<file path="config.mk">
export PLATFORM = sky130hd
export DESIGN_NAME = addressed_command_frame_parser
export DESIGN_NICKNAME = d
export VERILOG_FILES = /design/src/rtl/acfp_pkg.sv /design/src/rtl/addressed_command_frame_parser.sv
export SDC_FILE = /design/constraint.sdc
export NUM_CORES = 1
export LEC_CHECK = 0
export BUFFER_PORTS_ARGS = -buffer_cell sky130_fd_sc_hd__buf_4
export CAP_MARGIN = 20
export CELL_PAD_IN_SITES_DETAIL_PLACEMENT = 0
export CELL_PAD_IN_SITES_GLOBAL_PLACEMENT = 1
export CORE_UTILIZATION = 47
export DETAILED_ROUTE_END_ITERATION = 8
export PLACE_DENSITY_LB_ADDON = 0.1
export SYNTH_ARGS = -nofsm -noshare
export SYNTH_HDL_FRONTEND = slang
export SYNTH_SLANG_ARGS = --single-unit
</file>
<file path="constraint.sdc">
create_clock -name clk -period 9.55 [get_ports clk]
set_input_delay 2.865 -clock clk [delete_from_list [all_inputs] [get_ports clk]]
set_output_delay 2.865 -clock clk [all_outputs]
set_load 0.05 [all_outputs]
</file>
<file path="src/rtl/acfp_pkg.sv">
// Shared types and constants for the addressed command frame parser.
package acfp_pkg;

	// Result status codes
	localparam logic [1:0] ST_OK   = 2'd0;
	localparam logic [1:0] ST_SUM  = 2'd1;
	localparam logic [1:0] ST_ADDR = 2'd2;
	localparam logic [1:0] ST_CMD  = 2'd3;

	// Number of key bytes carried on the result
	localparam int OUT_KEYS = 5;

	// Configuration register indexes (byte address / 4)
	localparam int REG_IDX_W = 3;
	localparam logic [REG_IDX_W-1:0] REG_LOCAL_ADDRESS  = 3'd0;
	localparam logic [REG_IDX_W-1:0] REG_REQUEST_HEADER = 3'd1;
	localparam logic [REG_IDX_W-1:0] REG_CMD_SET_KEYS   = 3'd2;
	localparam logic [REG_IDX_W-1:0] REG_CMD_STOP_RESET = 3'd3;
	localparam logic [REG_IDX_W-1:0] REG_CMD_GET_STATUS = 3'd4;
	localparam int PADDR_W = REG_IDX_W + 2;

	typedef struct packed {
		logic [7:0] rx_byte;
		logic       frame_end;
	} in_t;

	typedef struct packed {
		logic [1:0] status;
		logic [7:0] frame_address;
		logic [7:0] frame_command;
		logic [7:0] key_zero;
		logic [7:0] key_one;
		logic [7:0] key_two;
		logic [7:0] key_three;
		logic [7:0] key_four;
	} out_t;

endpackage

</file>
<file path="src/rtl/addressed_command_frame_parser.sv">
// Addressed command frame parser: byte-wise frame capture, checksum and address/command check.
//
//  channel  | direction | handshake         | payload
//  ---------+-----------+-------------------+----------------------------------
//  in       | input     | in_valid/in_stall | in_data  (rx_byte, frame_end)
//  out      | output    | out_valid/out_stall| out_data (status, address, cmd, keys)
//  apb      | input     | psel/penable      | paddr, pwdata, prdata
//
// One byte is taken per cycle while in_stall is low; a byte marked frame_end puts its result
// in the output register, or in the skid entry if a stalled result holds the output register.
// The path is one add and a few byte compares. A skid entry behind the output register lets
// bytes keep flowing while a result waits; in_stall rises only while that skid entry is full.
// Reset clears the byte count, running sum, the captured header, address, command
// and check bytes, and the registers; key bytes and result data are not reset,
// and no clearing pass is needed.
module addressed_command_frame_parser
	import acfp_pkg::*;
#(
	parameter int KEY_COUNT = 5
) (
	input  logic               clk,
	input  logic               arst_n,
	input  logic               in_valid,
	output logic               in_stall,
	input  in_t                in_data,
	output logic               out_valid,
	input  logic               out_stall,
	output out_t               out_data,
	input  logic               psel,
	input  logic               penable,
	input  logic               pwrite,
	input  logic [PADDR_W-1:0] paddr,
	input  logic [31:0]        pwdata,
	output logic [31:0]        prdata,
	output logic               pready
);

	localparam int FRAME_LEN = KEY_COUNT + 4;
	localparam int CNT_W     = $clog2(FRAME_LEN + 2);

	// Configuration registers
	logic [7:0] local_address_q;
	logic [7:0] request_header_q;
	logic [7:0] cmd_set_keys_q;
	logic [7:0] cmd_stop_reset_q;
	logic [7:0] cmd_get_status_q;

	// Frame state
	logic [CNT_W-1:0] byte_count_q;
	logic [7:0]       running_sum_q;
	logic [7:0]       header_q;
	logic [7:0]       address_q;
	logic [7:0]       command_q;
	logic [7:0]       check_q;
	logic [7:0]       key_q [KEY_COUNT];

	// Output register and skid entry
	logic out_valid_q;
	out_t out_data_q;
	logic skid_valid_q;
	out_t skid_data_q;

	logic [REG_IDX_W-1:0] reg_idx;
	logic                 cfg_wr;

	logic             in_fire;
	logic             out_fire;
	logic [CNT_W-1:0] pos;
	logic [7:0]       b;
	logic [7:0]       header_n;
	logic [7:0]       address_n;
	logic [7:0]       command_n;
	logic [7:0]       check_n;
	logic [7:0]       sum_n;
	logic [CNT_W-1:0] count_n;
	logic [7:0]       key_n [KEY_COUNT];
	logic [7:0]       res_key [OUT_KEYS];
	logic [1:0]       status_n;
	logic             cmd_known;
	out_t             result;

	// Configuration port
	assign pready  = 1'b1;
	assign reg_idx = paddr[PADDR_W-1:2];
	assign cfg_wr  = psel & penable & pwrite & pready;

	always_ff @(posedge clk or negedge arst_n) begin
		if (!arst_n) begin
			local_address_q  <= '0;
			request_header_q <= '0;
			cmd_set_keys_q   <= '0;
			cmd_stop_reset_q <= '0;
			cmd_get_status_q <= '0;
		end else if (cfg_wr) begin
			unique case (reg_idx)
				REG_LOCAL_ADDRESS:  local_address_q  <= pwdata[7:0];
				REG_REQUEST_HEADER: request_header_q <= pwdata[7:0];
				REG_CMD_SET_KEYS:   cmd_set_keys_q   <= pwdata[7:0];
				REG_CMD_STOP_RESET: cmd_stop_reset_q <= pwdata[7:0];
				REG_CMD_GET_STATUS: cmd_get_status_q <= pwdata[7:0];
				default: ;
			endcase
		end
	end

	// Read back the addressed register
	always_comb begin
		unique case (reg_idx)
			REG_LOCAL_ADDRESS:  prdata = {24'd0, local_address_q};
			REG_REQUEST_HEADER: prdata = {24'd0, request_header_q};
			REG_CMD_SET_KEYS:   prdata = {24'd0, cmd_set_keys_q};
			REG_CMD_STOP_RESET: prdata = {24'd0, cmd_stop_reset_q};
			REG_CMD_GET_STATUS: prdata = {24'd0, cmd_get_status_q};
			default:            prdata = '0;
		endcase
	end

	// Handshakes
	assign in_stall  = skid_valid_q;
	assign in_fire   = in_valid & ~in_stall;
	assign out_fire  = out_valid_q & ~out_stall;
	assign out_valid = out_valid_q;
	assign out_data  = out_data_q;

	// Next frame state for the byte at the input
	assign pos = byte_count_q;
	assign b   = in_data.rx_byte;

	always_comb begin
		header_n  = (pos == CNT_W'(0)) ? b : header_q;
		address_n = (pos == CNT_W'(1)) ? b : address_q;
		command_n = (pos == CNT_W'(2)) ? b : command_q;
		check_n   = (pos == CNT_W'(FRAME_LEN - 1)) ? b : check_q;
		sum_n     = (pos < CNT_W'(FRAME_LEN - 1)) ? running_sum_q + b : running_sum_q;
		count_n   = (pos < CNT_W'(FRAME_LEN + 1)) ? pos + CNT_W'(1) : pos;
	end

	for (genvar i = 0; i < KEY_COUNT; i++) begin : g_key
		assign key_n[i] = (pos == CNT_W'(3 + i)) ? b : key_q[i];
	end

	// Check length and header, then checksum, address and command
	assign cmd_known = (command_n == cmd_set_keys_q) || (command_n == cmd_stop_reset_q)
		|| (command_n == cmd_get_status_q);

	always_comb begin
		if (count_n != CNT_W'(FRAME_LEN) || header_n != request_header_q) begin
			status_n = ST_CMD;
		end else if (sum_n != check_n) begin
			status_n = ST_SUM;
		end else if (address_n != local_address_q) begin
			status_n = ST_ADDR;
		end else if (!cmd_known) begin
			status_n = ST_CMD;
		end else begin
			status_n = ST_OK;
		end
	end

	for (genvar j = 0; j < OUT_KEYS; j++) begin : g_res_key
		if (j < KEY_COUNT) begin : g_used
			assign res_key[j] = (status_n == ST_OK) ? key_n[j] : 8'd0;
		end else begin : g_unused
			assign res_key[j] = 8'd0;
		end
	end

	always_comb begin
		result.status        = status_n;
		result.frame_address = (status_n == ST_OK) ? address_n : 8'd0;
		result.frame_command = (status_n == ST_OK) ? command_n : 8'd0;
		result.key_zero      = res_key[0];
		result.key_one       = res_key[1];
		result.key_two       = res_key[2];
		result.key_three     = res_key[3];
		result.key_four      = res_key[4];
	end

	// Advance frame state on each input transfer
	always_ff @(posedge clk or negedge arst_n) begin
		if (!arst_n) begin
			byte_count_q  <= '0;
			running_sum_q <= '0;
			header_q      <= '0;
			address_q     <= '0;
			command_q     <= '0;
			check_q       <= '0;
		end else if (in_fire) begin
			header_q  <= header_n;
			address_q <= address_n;
			command_q <= command_n;
			check_q   <= check_n;
			if (in_data.frame_end) begin
				byte_count_q  <= '0;
				running_sum_q <= '0;
			end else begin
				byte_count_q  <= count_n;
				running_sum_q <= sum_n;
			end
		end
	end

	// Key bytes hold no reset value
	always_ff @(posedge clk) begin
		if (in_fire) begin
			for (int i = 0; i < KEY_COUNT; i++) begin
				key_q[i] <= key_n[i];
			end
		end
	end

	// Output register with skid entry
	always_ff @(posedge clk or negedge arst_n) begin
		if (!arst_n) begin
			out_valid_q  <= 1'b0;
			skid_valid_q <= 1'b0;
		end else if (skid_valid_q) begin
			if (out_fire) begin
				out_valid_q  <= 1'b1;
				skid_valid_q <= 1'b0;
			end
		end else if (in_fire && in_data.frame_end) begin
			if (!out_valid_q || out_fire) begin
				out_valid_q <= 1'b1;
			end else begin
				skid_valid_q <= 1'b1;
			end
		end else if (out_fire) begin
			out_valid_q <= 1'b0;
		end
	end

	always_ff @(posedge clk) begin
		if (skid_valid_q) begin
			if (out_fire) begin
				out_data_q <= skid_data_q;
			end
		end else if (in_fire && in_data.frame_end) begin
			if (!out_valid_q || out_fire) begin
				out_data_q <= result;
			end else begin
				skid_data_q <= result;
			end
		end
	end

endmodule

</file>
# [Yosys cells after proc, flatten, opt, wreduce, memory -nomap -nowiden]
# Memory sizes are Yosys's and may differ from the RTL's.
# Cells that the tools add are included.
[totals] ff_bits=202 latch_bits=0 ramBits=40 rom_bits=0 inputBits=53 wordCells=122 mem_count=1
[op_classes] n_addsub=2 n_mul=0 div=0 order_cmp=2 eq_ne=21 shift=0 mux=40 bitwise=7 reduce_logical=20
[memory_table] memory="key_q" depth=5 width=8 read_ports=5 rd_clocked_by_memory_dff=0 write_ports=5 line="addressed_command_frame_parser.sv:55" text="logic [7:0] key_q [KEY_COUNT];"
[op_table] cell="two-way mux 58 bit" n=4
[op_table] cell="two-way mux 8 bit" n=18
[op_table] cell="case mux 8 bit (5 select lines)" n=1
[op_table] cell="== test 8 bit" n=3
[op_table] cell="inequality test 8 bit" n=3
[op_table] cell="== test 4 x 3 -> 1 bit, second input constant" n=4
[op_table] cell="two-way mux 1 bit" n=11
[op_table] cell="AND reduction 2 bit" n=5
[op_table] cell="AND reduction 3 bit" n=3
[op_table] cell="adder 8 bit" n=1
[op_table] cell="== test 4 x 2 -> 1 bit, second input constant" n=2
[op_table] cell="< comparator 4 bit, second input constant" n=2
[op_table] cell="two-way mux 2 bit" n=4
[op_table] cell="two-way mux 4 bit" n=2
[op_table] cell="== test 3 x 2 -> 1 bit, second input constant" n=2
[op_table] cell="nonzero test 2 bit" n=3
[op_table] cell="adder 4 x 1 -> 4 bit, second input constant" n=1
[op_table] cell="bitwise AND 1 bit" n=4
[op_table] cell="== test 4 x 1 -> 1 bit, second input constant" n=1
[op_table] cell="== test 4 bit, second input constant" n=1
[op_table] cell="zero test 4 bit" n=1
[op_table] cell="logical OR 1 bit" n=4
[op_table] cell="inequality test 4 bit, second input constant" n=1
[op_table] cell="== test 3 x 1 -> 1 bit, second input constant" n=1
[op_table] cell="8 further kinds" n=10

# [Longest topological paths before layout]
# Gate-level depths: netlist of the first run.
[depth] word_depth=14 depth_mapped=13

# [Least setup slack after synthesis of the first run]
# No wires, ideal clock.
[synth_path] path_type="input -> register" from="input in_valid" to="register out_data_q (netlist bit out_data[0]) (enable)" arrival_time_ps=8951 t_required_ps=8988 setup_slack_ps=38 path_stages=5 cell_sequence="nand2b_1 > inv_1 > clkbuf_1 > nand2_1 > a21boi_0"
[synth_between] elab_chain_len=4
[synth_rtl] item="start: declaration" line="addressed_command_frame_parser.sv:23" text="input logic in_valid,"
[synth_rtl] item="bitwise AND 1 bit" line="addressed_command_frame_parser.sv:120" text="assign in_fire = in_valid & ~in_stall;"
[synth_rtl] item="net in_fire" line="addressed_command_frame_parser.sv:66" text="logic in_fire;"
[synth_rtl] item="logical AND 1 bit" line="addressed_command_frame_parser.sv:238" text="end else if (in_fire && in_data.frame_end) begin"
[synth_rtl] item="nonzero test 2 bit (no source line)"
[synth_rtl] item="AND reduction 3 bit (no source line)"
[synth_rtl] item="end signal: assignment" line="addressed_command_frame_parser.sv:236" text="out_data_q <= skid_data_q;"
[synth_rtl] item="end signal: assignment" line="addressed_command_frame_parser.sv:240" text="out_data_q <= result;"
[synth_rtl] item="end: declaration" line="addressed_command_frame_parser.sv:59" text="out_t out_data_q;"
# The timed path passes the listed nets, and every way through them passes these cells.
# A chain may end at the register's enable or synchronous reset.

# [Final worst setup path of the first run]
[layout_path] from="input paddr[3]" to="output prdata[2]"
[layout_between] elab_chain_len=2 word_cells_on_any_way=6 cone_classes="eq/ne: 4; mux: 1; reduce/logical: 1"
[layout_rtl] item="start: declaration" line="addressed_command_frame_parser.sv:32" text="input logic [PADDR_W-1:0] paddr,"
[layout_rtl] item="== test 3 bit (tied with other cells)" line="addressed_command_frame_parser.sv:108" text="unique case (reg_idx)"
[layout_rtl] item="case mux 8 bit (5 select lines) (*)" line="addressed_command_frame_parser.sv:108"
[layout_rtl] item="end: declaration" line="addressed_command_frame_parser.sv:34" text="output logic [31:0] prdata,"
# Mark *: on every way between the ends. The rest lies on a longest branch, timed or not.

==> insert_results.sql, run 1 <==
INSERT INTO impl_metrics (metric_group, metric, value, unit) VALUES
('timing', 'report.final.hold_viol_count', '0', ''),
('grt', 'first_global_vias', '9360', ''),
('floorplan', 'initial_core_util', '48.26', '%'),
('logic_synthesis', 'ys_seq_area_share', '52.27', '%'),
('timing', 'worst_hold_slack', '0.5060', 'ns'),
('detailed_routing', 'drt-vias-per-instance', '5.715', ''),
('floorplan', 'ioPinCount', '146', ''),
('layout', 'n_antenna_cell', '0', ''),
('logic_synthesis', 'yosys.area.top_type', 'edfxtp_1', ''),
('timing', 'worstMarginPinSlew', '0.9585', 'ns'),
('critical_path', 'crit_chain', 'buf_4 > nor2b_1 > a21oi_1 > o22ai_1 > buf_4', ''),
('grt', 'grt_pass1_wl', '54880', 'um'),
('floorplan', 'floorplan.die.height', '168.8', 'um'),
('cts', 'cts_max_path_buffers', '3', ''),
('detailed_routing', 'num_vias', '9573', ''),
('floorplan', 'area_of_the_core_region', '27100', 'um2'),
('layout', 'final_net_count', '1348', ''),
('timing', 'rsz0062_at_grt', 'false', ''),
('timing', 'timing.fmax', '0.1407', 'GHz'),
('cts', 'clock_tree_from_tritoncts', 'done', ''),
('detailed_routing', 'drtIter0Drc', '774', ''),
('logic_synthesis', 'syn-cell-area', '13080', 'um2'),
('cts', 'postCtsSetupBuffers', '0', ''),
('detailed_routing', 'firstDrtPassIters', '5', ''),
('logic_synthesis', 'synthMostInstantiatedCell', 'edfxtp_1', ''),
('power_and_ir_drop', 'cellPowerDensity', '260.5', 'nW/um2'),
('place', 'quantity_of_i_o_buffers_inserted_on_ports', '94', ''),
('cts', 'clk_latency', '0.54', 'ns'),
('run_status', 'run_status', 'finished, final reports clean', ''),
('detailed_routing', 'detail-route-antenna-nets', '0', ''),
('grt', 'antenna_found_initial', '0', ''),
('critical_path', 'critPathLaunchType', 'input pin', ''),
('critical_path', 'arrival', '4.24', 'ns'),
('power_and_ir_drop', 'power.ir.vdd_worst', '176.6', 'uV'),
('critical_path', 'cpLargestDelayFamily', 'simple AND/OR/NAND/NOR gates', ''),
('grt', 'grt_max_degree', '91', ''),
('timing', 'max_slew_margin', '36.10', '%'),
('critical_path', 'critical_path.slowest_cell', 'nor2b_1', ''),
('layout', 'stdcell_area', '14750', 'um2'),
('detailed_routing', 'drt-total-wl', '34990', 'um'),
('power_and_ir_drop', 'leakage', '5.949', 'nW'),
('critical_path', 'cp_data_required_time', '6.69', 'ns'),
('layout', 'count_of_non_filler_cells_in_the_finished_layout', '1675', ''),
('timing', 'fin_crit_sh', '74.44', '%'),
('cts', 'clock_tree.root_cell', 'clkbuf_16', ''),
('timing', 'final_setup_vio_count', '0', ''),
('run', 'max-cap-violations', '0', ''),
('logic_synthesis', 'ys.flop_type', 'edfxtp_1', ''),
('cts', 'path_clk_slew', '0.05', 'ns'),
('cts', 'cts.htree.levels', '1', ''),
('timing', 'setup_tns_final', '0', 'ns'),
('layout', 'layout-drive-gt1-share', '19.19', '%'),
('logic_synthesis', 'postSynthAreaPerCell', '10.57', 'um2'),
('grt', 'global_route.overflow_total', '0', ''),
('grt', 'grtUsageTotal', '24.90', '%'),
('cts', 'cts_made_buffers', '27', ''),
('timing', 'post-route-min-period', '7.109', 'ns'),
('critical_path', 'cp.buffers_inverters', '2', ''),
('logic_synthesis', 'asyncSetResetFlopFracSynth', '35.54', '%'),
('logic_synthesis', 'leading_cell_types_by_total_area_after_synthesis', 'edfxtp_1 36%, dfrtp_1 16%, mux2_2 4.3%, mux2i_1 3.7%, nor3_1 3.5%', ''),
('timing', 'maxSlewViolCount', '0', ''),
('logic_synthesis', 'number_of_enable_type_register_cells_in_the_synthesized_netlist', '156', ''),
('detailed_routing', 'route.detailed.wl_per_inst', '20.89', 'um'),
('cts', 'postCtsHoldBufs', '0', ''),
('floorplan', 'number_of_placement_rows', '60', ''),
('critical_path', 'timing.critical_path.fanout_max', '23', ''),
('worst_hold_path', 'hold_path.class', 'flip-flop to flip-flop', ''),
('logic_synthesis', 'synthDistinctLibCells', '79', ''),
('detailed_routing', 'remaining_drc_errors', '0', ''),
('critical_path', 'cp_common_cell', 'buf_4', ''),
('floorplan', 'die_area', '28500', 'um2');
==> layout by cell type, fill, tap and decap left out, types with 11 or more instances in the layout <==
cell,netlist,final
o21ai_1,17,17
nand2b_1,20,20
mux2i_1,49,49
nor2b_1,19,19
ha_1,11,11
nand2_1,111,111
conb_1,2,25
inv_1,67,66
nor3_1,92,92
edfxtp_1,156,156
buf_4,29,112
o31ai_1,56,56
dfrtp_1,86,85
nor2_1,57,56
o22ai_1,13,13
mux2_2,50,50
a21oi_1,49,49
o21ai_0,78,78
nor3_2,30,30
xor2_1,13,13
clkbuf_16,0,27
xnor2_1,16,16
==> area by class of cell <==
type / count / area [um2]
Fill cell: 2389 / 12350
Timing Repair Buffer: 112 / 840.8
Multi-Input combinational cell: 829 / 5493
Sequential cell: 242 / 6840
Tap cell: 372 / 465.4
Clock buffer: 41 / 778.2
Inverter: 71 / 266.5
Clock inverter: 8 / 63.81
==> cell families after synthesis <==
| kind of cell | after synthesis | synth area share [%] |
|---|---|---|
| other | 2 | 0.05742 |
| adder cells (fa/ha/maj) | 12 | 1.205 |
| XOR/XNOR | 29 | 1.942 |
| flip-flops | 242 | 52.27 |
| AO/OA/AOI/OAI | 276 | 13.61 |
| multiplexers | 105 | 8.753 |
| AND/OR/NAND/NOR | 382 | 15.47 |
| buffers and inverters | 189 | 6.696 |
==> path summary, 6_finish.rpt <==
check                                 from                 end  slack [ns]  depth (start not counted)
max                               paddr[3]           prdata[2]        2.44                          5
min                             check_q[2]          check_q[2]        0.51                          1
max reg2reg                byte_count_q[1]         out_data[1]        5.43                          9
min reg2reg                     check_q[2]          check_q[2]        0.51                          1
max in group asynchronous           arst_n  local_address_q[7]        6.19                          2
min in group asynchronous           arst_n    running_sum_q[1]        2.25                          1
==> metrics by stage <==
| step | setup WS, ns | total power [mW] | utilization [%] |
|---|---|---|---|
| 2_1_floorplan | 0.03772 | 2.506 | - |
| 3_3_place_gp | 2.436 | 2.838 | 51.31 |
| 3_5_place_dp | 2.446 | 2.858 | 51.31 |
| 4_1_cts | 2.443 | 3.859 | 54.42 |
| 5_1_grt | 2.350 | 4.047 | 54.42 |
| 6_report | 2.441 | 3.841 | 54.42 |
==> per-layer routing <==
layer / GRT usage, % / vias up / wire length [um]
met5: 0 / - / 0
met2: 41.05 / 318 / 16450
met4: 5.020 / 0 / 491
met1: 35.49 / 4666 / 16000
met3: 2.876 / 37 / 2047
li1: - / 4552 / -
==> power breakdown <==
group / internal (mW) / switching, mW / total [mW]
sequential: 1.36 / 0.184 / 1.54
clock: 0.584 / 0.413 / 0.997
combinational: 0.447 / 0.856 / 1.30
total: 2.39 / 1.45 / 3.84
No activity file was read; power rests on OpenSTA's default activity.
==> run 2: changes to the inputs <==
==> constraint.sdc (replaced) <==
create_clock -name clk -period 7 [get_ports clk]
set_input_delay 2.1 -clock clk [delete_from_list [all_inputs] [get_ports clk]]
set_output_delay 2.1 -clock clk [all_outputs]
set_load 0.05 [all_outputs]
==> insert_results.sql, run 2 (synthesis results as in run 1) <==
INSERT INTO impl_metrics (metric_group, metric, value, unit) VALUES
('run_status', 'run_status', 'finished, final reports clean', ''),
('power_and_ir_drop', 'internal_cell_power', '3.317', 'mW'),
('place', 'total_half_perimeter_wirelength_after_legalization_and_detailed_placement', '22000', 'um'),
('detailed_routing', 'drt-total-wl', '34660', 'um'),
('floorplan', 'initial_core_util', '48.26', '%'),
('grt', 'grtUsageTotal', '24.57', '%'),
('timing', 'setup_tns_final', '0', 'ns'),
('cts', 'postCtsSetupBuffers', '0', ''),
('power_and_ir_drop', 'power.ir.vdd_worst', '183.9', 'uV'),
('floorplan', 'number_of_placement_rows', '60', ''),
('critical_path', 'critPathLaunchType', 'input pin', ''),
('detailed_routing', 'num_vias', '9590', ''),
('place', 'quantity_of_i_o_buffers_inserted_on_ports', '94', ''),
('place', 'routabilityCongestion', '0.8368', ''),
('critical_path', 'cpLargestDelayFamily', 'buffers and inverters', ''),
('critical_path', 'cp_data_required_time', '4.90', 'ns'),
('critical_path', 'instance_count_on_the_critical_path', '5', ''),
('critical_path', 'max_stage_delay', '0.47', 'ns'),
('timing', 'final_setup_vio_count', '0', ''),
('place', 'post_dp_cell_area', '14010', 'um2'),
('floorplan', 'area_of_the_core_region', '27100', 'um2'),
('timing', 'rsz0062_at_grt', 'false', ''),
('cts', 'path_clk_slew', '0.06', 'ns'),
('grt', 'first_global_vias', '9014', ''),
('grt', 'global_route.overflow_total', '0', ''),
('layout', 'final_net_count', '1358', ''),
('layout', 'syn_to_final_growth', '13.93', '%'),
('timing', 'post-route-min-period', '5.560', 'ns'),
('worst_hold_path', 'depth_of_the_worst_hold_timing_path', '2', ''),
('critical_path', 'r2r.worst_path.cells', '9', ''),
('power_and_ir_drop', 'switching_share', '37.61', '%'),
('cts', 'clkSinkCount', '242', ''),
('layout', 'n_antenna_cell', '0', ''),
('timing', 'fin_crit_sh', '79.43', '%'),
('grt', 'antenna_found_initial', '0', ''),
('power_and_ir_drop', 'leakage', '6.039', 'nW'),
('power_and_ir_drop', 'power.clock.fraction', '27.1', '%'),
('timing', 'timing.fmax', '0.1799', 'GHz'),
('critical_path', 'timing.critical_path.fanout_max', '23', ''),
('layout', 'most-common-layout-cells', '156 x edfxtp_1, 120 x buf_4, 111 x nand2_1', ''),
('detailed_routing', 'drtIter0Drc', '674', ''),
('detailed_routing', 'drt-vias-per-instance', '5.691', ''),
('timing', 'worstMarginPinSlew', '0.9760', 'ns'),
('cts', 'cts_made_buffers', '27', ''),
('layout', 'filler_cell_count', '2449', ''),
('power_and_ir_drop', 'p_sw', '1.999', 'mW'),
('grt', 'grt_max_degree', '94', ''),
('layout', 'register_area', '6840', 'um2'),
('critical_path', 'crit_chain', 'buf_4 > nor2b_1 > a21oi_1 > o22ai_1 > buf_4', ''),
('cts', 'postCtsHoldBufs', '0', ''),
('layout', 'mostFrequentLayoutCell', 'edfxtp_1', ''),
('timing', 'report.final.hold_viol_count', '0', ''),
('cts', 'postCtsResizedCells', '0', ''),
('cts', 'cts.htree.levels', '1', ''),
('critical_path', 'cp_common_cell', 'buf_4', ''),
('timing', 'maxSlewViolCount', '0', ''),
('cts', 'cts_max_path_buffers', '3', ''),
('detailed_routing', 'firstDrtPassIters', '5', ''),
('cts', 'clock_tree.root_cell', 'clkbuf_16', ''),
('timing', 'skew', '0.01067', 'ns'),
('cts', 'clk_latency', '0.54', 'ns'),
('detailed_routing', 'remaining_drc_errors', '0', ''),
('critical_path', 'critical_path.slowest_cell', 'nor2b_1', ''),
('critical_path', 'crit_path_end_kind', 'output pin', ''),
('worst_hold_path', 'hold_path.class', 'flip-flop to flip-flop', ''),
('layout', 'stdcell_area', '14900', 'um2'),
('floorplan', 'die_width', '168.8', 'um'),
('cts', 'clock_tree_from_tritoncts', 'done', ''),
('grt', 'grt_pass1_wl', '53880', 'um'),
('detailed_routing', 'detail-route-antenna-nets', '0', ''),
('power_and_ir_drop', 'sequentialPowerShare', '39.4', '%'),
('detailed_routing', 'route.detailed.wl_per_inst', '20.57', 'um'),
('floorplan', 'floorplan.die.height', '168.8', 'um'),
('critical_path', 'cp.buffers_inverters', '2', ''),
('critical_path', 'arrival', '3.46', 'ns'),
('critical_path', 'critical_path_start_end_classification', 'input pin to output pin', ''),
('timing', 'max_slew_margin', '34.93', '%'),
('power_and_ir_drop', 'cellPowerDensity', '356.8', 'nW/um2'),
('layout', 'end_of_flow_core_utilization', '54.99', '%'),
('layout', 'multiInputGateArea', '5493', 'um2'),
('floorplan', 'ioPinCount', '146', ''),
('power_and_ir_drop', 'proportion_of_power_drawn_by_combinational_gates', '33.5', '%'),
('run', 'max-cap-violations', '0', ''),
('floorplan', 'die_area', '28500', 'um2'),
('layout', 'layout-drive-gt1-share', '20.26', '%');
## run 2: cell count changes in the layout (fill, tap and decap cells not counted), moves of 2 or more
cell       change
buf_4          +8
clkinv_2       +5
buf_12         +2
clkbuf_8       -2
clkbuf_1       -6
clkbuf_16      +2
## run 2: metrics by stage
step	hold WS, ns	setup slack [ns]	cells	total power, mW
floorplan	0.4621	0.07438	1260	3.411
global placement	0.4881	1.127	1636	3.875
detailed placement	0.4929	1.116	1636	3.899
CTS	0.5066	1.440	1685	5.341
global route	0.5207	1.274	1685	5.600
finish	0.5010	1.440	1685	5.316
## run 2: worst paths after layout
path                                  startpoint            endpoint  slack [ns]
worst max-delay path                    paddr[3]           prdata[0]        1.44
worst min-delay path            running_sum_q[6]    running_sum_q[6]        0.50
worst max register to register   byte_count_q[1]        out_data[32]        2.50
worst min register to register  running_sum_q[6]    running_sum_q[6]        0.50
max in group asynchronous                 arst_n  local_address_q[3]        4.43
min in group asynchronous                 arst_n         header_q[3]        1.53
## run 2: routing by layer
layer  wire [um]  share of wire [%]  global-route usage, %  vias to the layer above
li1            -                  -                      -                     4587
met1       16280                 47                  36.03                     4674
met2       15840                 46                  38.36                      281
met3        1952                5.6                  3.601                       48
met4         591                1.7                  5.771                        0
met5           0                  0                      0                        -
## run 2: layout make-up
type / count / area share (%)
clock inverter: 14 / 0.7893
inverter: 71 / 1.788
sequential: 242 / 45.90
clock buffer: 35 / 5.222
tap: 372 / 3.123
multi-input combinational: 829 / 36.86
timing repair buffer: 122 / 6.314
## run 2: worst min-delay path: stages, from the launching register on
cell and delay [ns]:
dfrtp_1 0.36, nand2_1 0.05, o21ai_0 0.06
## run 2: power by group through the flow
stage / clock network (mW) / registers, mW / logic (mW)
floorplan: 0 / 2.24 / 1.17
global placement: 0 / 2.12 / 1.76
detailed placement: 0 / 2.12 / 1.78
CTS: 1.46 / 2.09 / 1.78
global route: 1.52 / 2.13 / 1.95
finish: 1.44 / 2.09 / 1.78
==> run 3: changes to the inputs <==
--- a/config.mk
+++ b/config.mk
@@ -9,7 +9,7 @@
 export CAP_MARGIN = 20
 export CELL_PAD_IN_SITES_DETAIL_PLACEMENT = 0
 export CELL_PAD_IN_SITES_GLOBAL_PLACEMENT = 1
-export CORE_UTILIZATION = 47
+export CORE_UTILIZATION = 42
 export DETAILED_ROUTE_END_ITERATION = 8
 export PLACE_DENSITY_LB_ADDON = 0.1
 export SYNTH_ARGS = -nofsm -noshare
==> constraint.sdc (replaced) <==
create_clock -name clk -period 4.45 [get_ports clk]
set_input_delay 1.335 -clock clk [delete_from_list [all_inputs] [get_ports clk]]
set_output_delay 1.335 -clock clk [all_outputs]
set_load 0.05 [all_outputs]
==> insert_results.sql, run 3 (synthesis results as in run 1) <==
INSERT INTO impl_metrics (metric_group, metric, value, unit) VALUES
('run_status', 'run_status', 'finished, final reports clean', ''),
('critical_path', 'timing.critical_path.fanout_max', '19', ''),
('cts', 'postCtsSetupBuffers', '0', ''),
('critical_path', 'critical_path.slowest_cell', 'or3b_1', ''),
('cts', 'clock_tree.root_cell', 'clkbuf_16', ''),
('power_and_ir_drop', 'cellPowerDensity', '563.8', 'nW/um2'),
('layout', 'syn_to_final_growth', '16.11', '%'),
('timing', 'max_slew_margin', '39.46', '%'),
('grt', 'first_global_vias', '9359', ''),
('critical_path', 'cp.buffers_inverters', '2', ''),
('timing', 'rsz0062_at_grt', 'false', ''),
('layout', 'mostFrequentLayoutCell', 'edfxtp_1', ''),
('detailed_routing', 'drtIter0Drc', '810', ''),
('layout', 'layout-drive-gt1-share', '21.22', '%'),
('layout', 'end_of_flow_core_utilization', '49.65', '%'),
('cts', 'cts_max_path_buffers', '3', ''),
('grt', 'global_route.overflow_total', '0', ''),
('cts', 'postCtsHoldBufs', '0', ''),
('cts', 'clkSinkCount', '242', ''),
('detailed_routing', 'detail-route-antenna-nets', '0', ''),
('layout', 'final_net_count', '1374', ''),
('power_and_ir_drop', 'leakage', '6.156', 'nW'),
('detailed_routing', 'route.detailed.wl_per_inst', '21.29', 'um'),
('detailed_routing', 'dr.max_layer_used', 'met4', ''),
('timing', 'post-route-min-period', '3.950', 'ns'),
('cts', 'clock_tree_from_tritoncts', 'done', ''),
('layout', 'filler_cell_count', '2870', ''),
('detailed_routing', 'met2_length', '16810', 'um'),
('cts', 'path_clk_slew', '0.06', 'ns'),
('timing', 'setup_tns_final', '0', 'ns'),
('place', 'routabilityCongestion', '0.8234', ''),
('detailed_routing', 'wl_met3', '1924', 'um'),
('floorplan', 'initial_core_util', '42.76', '%'),
('layout', 'most-common-layout-cells', '156 x edfxtp_1, 127 x buf_4, 111 x nand2_1', ''),
('place', 'total_half_perimeter_wirelength_after_legalization_and_detailed_placement', '23180', 'um'),
('timing', 'skew', '0.01398', 'ns'),
('detailed_routing', 'firstDrtPassIters', '6', ''),
('cts', 'postCtsResizedCells', '0', ''),
('floorplan', 'ioPinCount', '146', ''),
('run', 'max-cap-violations', '0', ''),
('grt', 'grtUsageTotal', '23.57', '%'),
('critical_path', 'crit_path_end_kind', 'flip-flop', ''),
('critical_path', 'crit_chain', 'inv_1 > ha_1 > or3b_1 > mux2i_2 > xnor2_1 > nor4_2 > and3_2 > buf_4 > o31ai_1 > o21ai_0', ''),
('timing', 'timing.fmax', '0.2532', 'GHz'),
('grt', 'grt_max_degree', '87', ''),
('detailed_routing', 'remaining_drc_errors', '0', ''),
('grt', 'grt_pass1_wl', '56900', 'um'),
('layout', 'multiInputGateArea', '5493', 'um2'),
('critical_path', 'critPathLaunchType', 'flip-flop', ''),
('timing', 'maxSlewViolCount', '0', ''),
('critical_path', 'max_stage_delay', '0.73', 'ns'),
('floorplan', 'area_of_the_core_region', '30590', 'um2'),
('detailed_routing', 'drt-total-wl', '36740', 'um'),
('place', 'quantity_of_i_o_buffers_inserted_on_ports', '94', ''),
('power_and_ir_drop', 'power.ir.vdd_worst', '291.2', 'uV'),
('floorplan', 'die_width', '178.5', 'um'),
('cts', 'cts_made_buffers', '28', ''),
('critical_path', 'cpLargestDelayFamily', 'simple AND/OR/NAND/NOR gates', ''),
('detailed_routing', 'num_vias', '9689', ''),
('detailed_routing', 'drt-vias-per-instance', '5.614', ''),
('timing', 'fin_crit_sh', '88.77', '%'),
('critical_path', 'arrival', '4.31', 'ns'),
('cts', 'clk_latency', '0.55', 'ns'),
('floorplan', 'floorplan.die.height', '178.5', 'um'),
('layout', 'register_area', '6840', 'um2'),
('floorplan', 'die_area', '31850', 'um2'),
('cts', 'cts.htree.levels', '1', ''),
('detailed_routing', 'met1Wirelength', '17320', 'um'),
('floorplan', 'number_of_placement_rows', '64', ''),
('worst_hold_path', 'hold_path.class', 'flip-flop to flip-flop', ''),
('timing', 'report.final.hold_viol_count', '0', ''),
('timing', 'final_setup_vio_count', '0', ''),
('critical_path', 'cp_data_required_time', '4.81', 'ns'),
('grt', 'antenna_found_initial', '1', ''),
('timing', 'worstMarginPinSlew', '0.9080', 'ns'),
('critical_path', 'critical_path_start_end_classification', 'flip-flop to flip-flop', '');
## run 3: cell count changes in the layout (fill, tap and decap cells not counted), moves of 3 or more
cell	before	now
clkbuf_8	3	0
clkinvlp_4	1	4
buf_4	120	127
buf_12	2	10
## run 3: layout make-up
cell class,count,area share [%]
flip-flops and latches,242,45.04
multi-input cells,829,36.17
repair buffers,137,7.596
clock buffers,30,4.803
well taps,396,3.262
inverters,71,1.755
clock inverters,20,1.359
diodes,1,0.01648
## run 3: report_power, final
| part | internal (mW) | switching [mW] |
|---|---|---|
| Sequential | 2.91 | 0.379 |
| Combinational | 1.02 | 1.89 |
| Clock | 1.41 | 0.954 |
| Total | 5.34 | 3.22 |
## run 3: path summary, 6_finish.rpt
check                                     start      endpoint  slack (ns)  depth (start not counted)
worst max-delay path            byte_count_q[0]  out_data[33]        0.50                         10
min in group asynchronous                arst_n   header_q[3]        0.72                          1
worst min-delay path               address_q[1]  address_q[1]        0.50                          2
worst min register to register     address_q[1]  address_q[1]        0.50                          2
worst max register to register  byte_count_q[0]  out_data[33]        0.50                         10
max in group asynchronous                arst_n  address_q[6]        2.90                          2
## run 3: worst register-to-register path: cells and delay by family, from the launching register on
kind                     cells  cell delay [ns]
AND/OR/NAND/NOR              3             1.60
multiplexers                 1             0.58
flip-flops                   1             0.46
buffers and inverters        2             0.44
AO/OA/AOI/OAI                2             0.31
adder cells (fa/ha/maj)      1             0.24
XOR/XNOR                     1             0.16
## run 3: per-stage QoR
step	setup WS, ns	hold slack [ns]	instance area, um2	instances	total power, mW
floorplan	0.2016	0.4621	13190	1260	5.365
global placement	0.2374	0.4870	14250	1675	6.205
detailed placement	0.2353	0.4948	14250	1675	6.239
CTS	0.5129	0.5087	15180	1725	8.617
global route	0.2835	0.5328	15180	1725	9.039
finish	0.4999	0.5025	15190	1726	8.562
## run 3: routing by layer
layer  vias up  GRT usage [%]
li1       4622              -
met1      4734          34.43
met2       287          37.14
met3        46          2.984
met4         0          5.261
met5         -              0
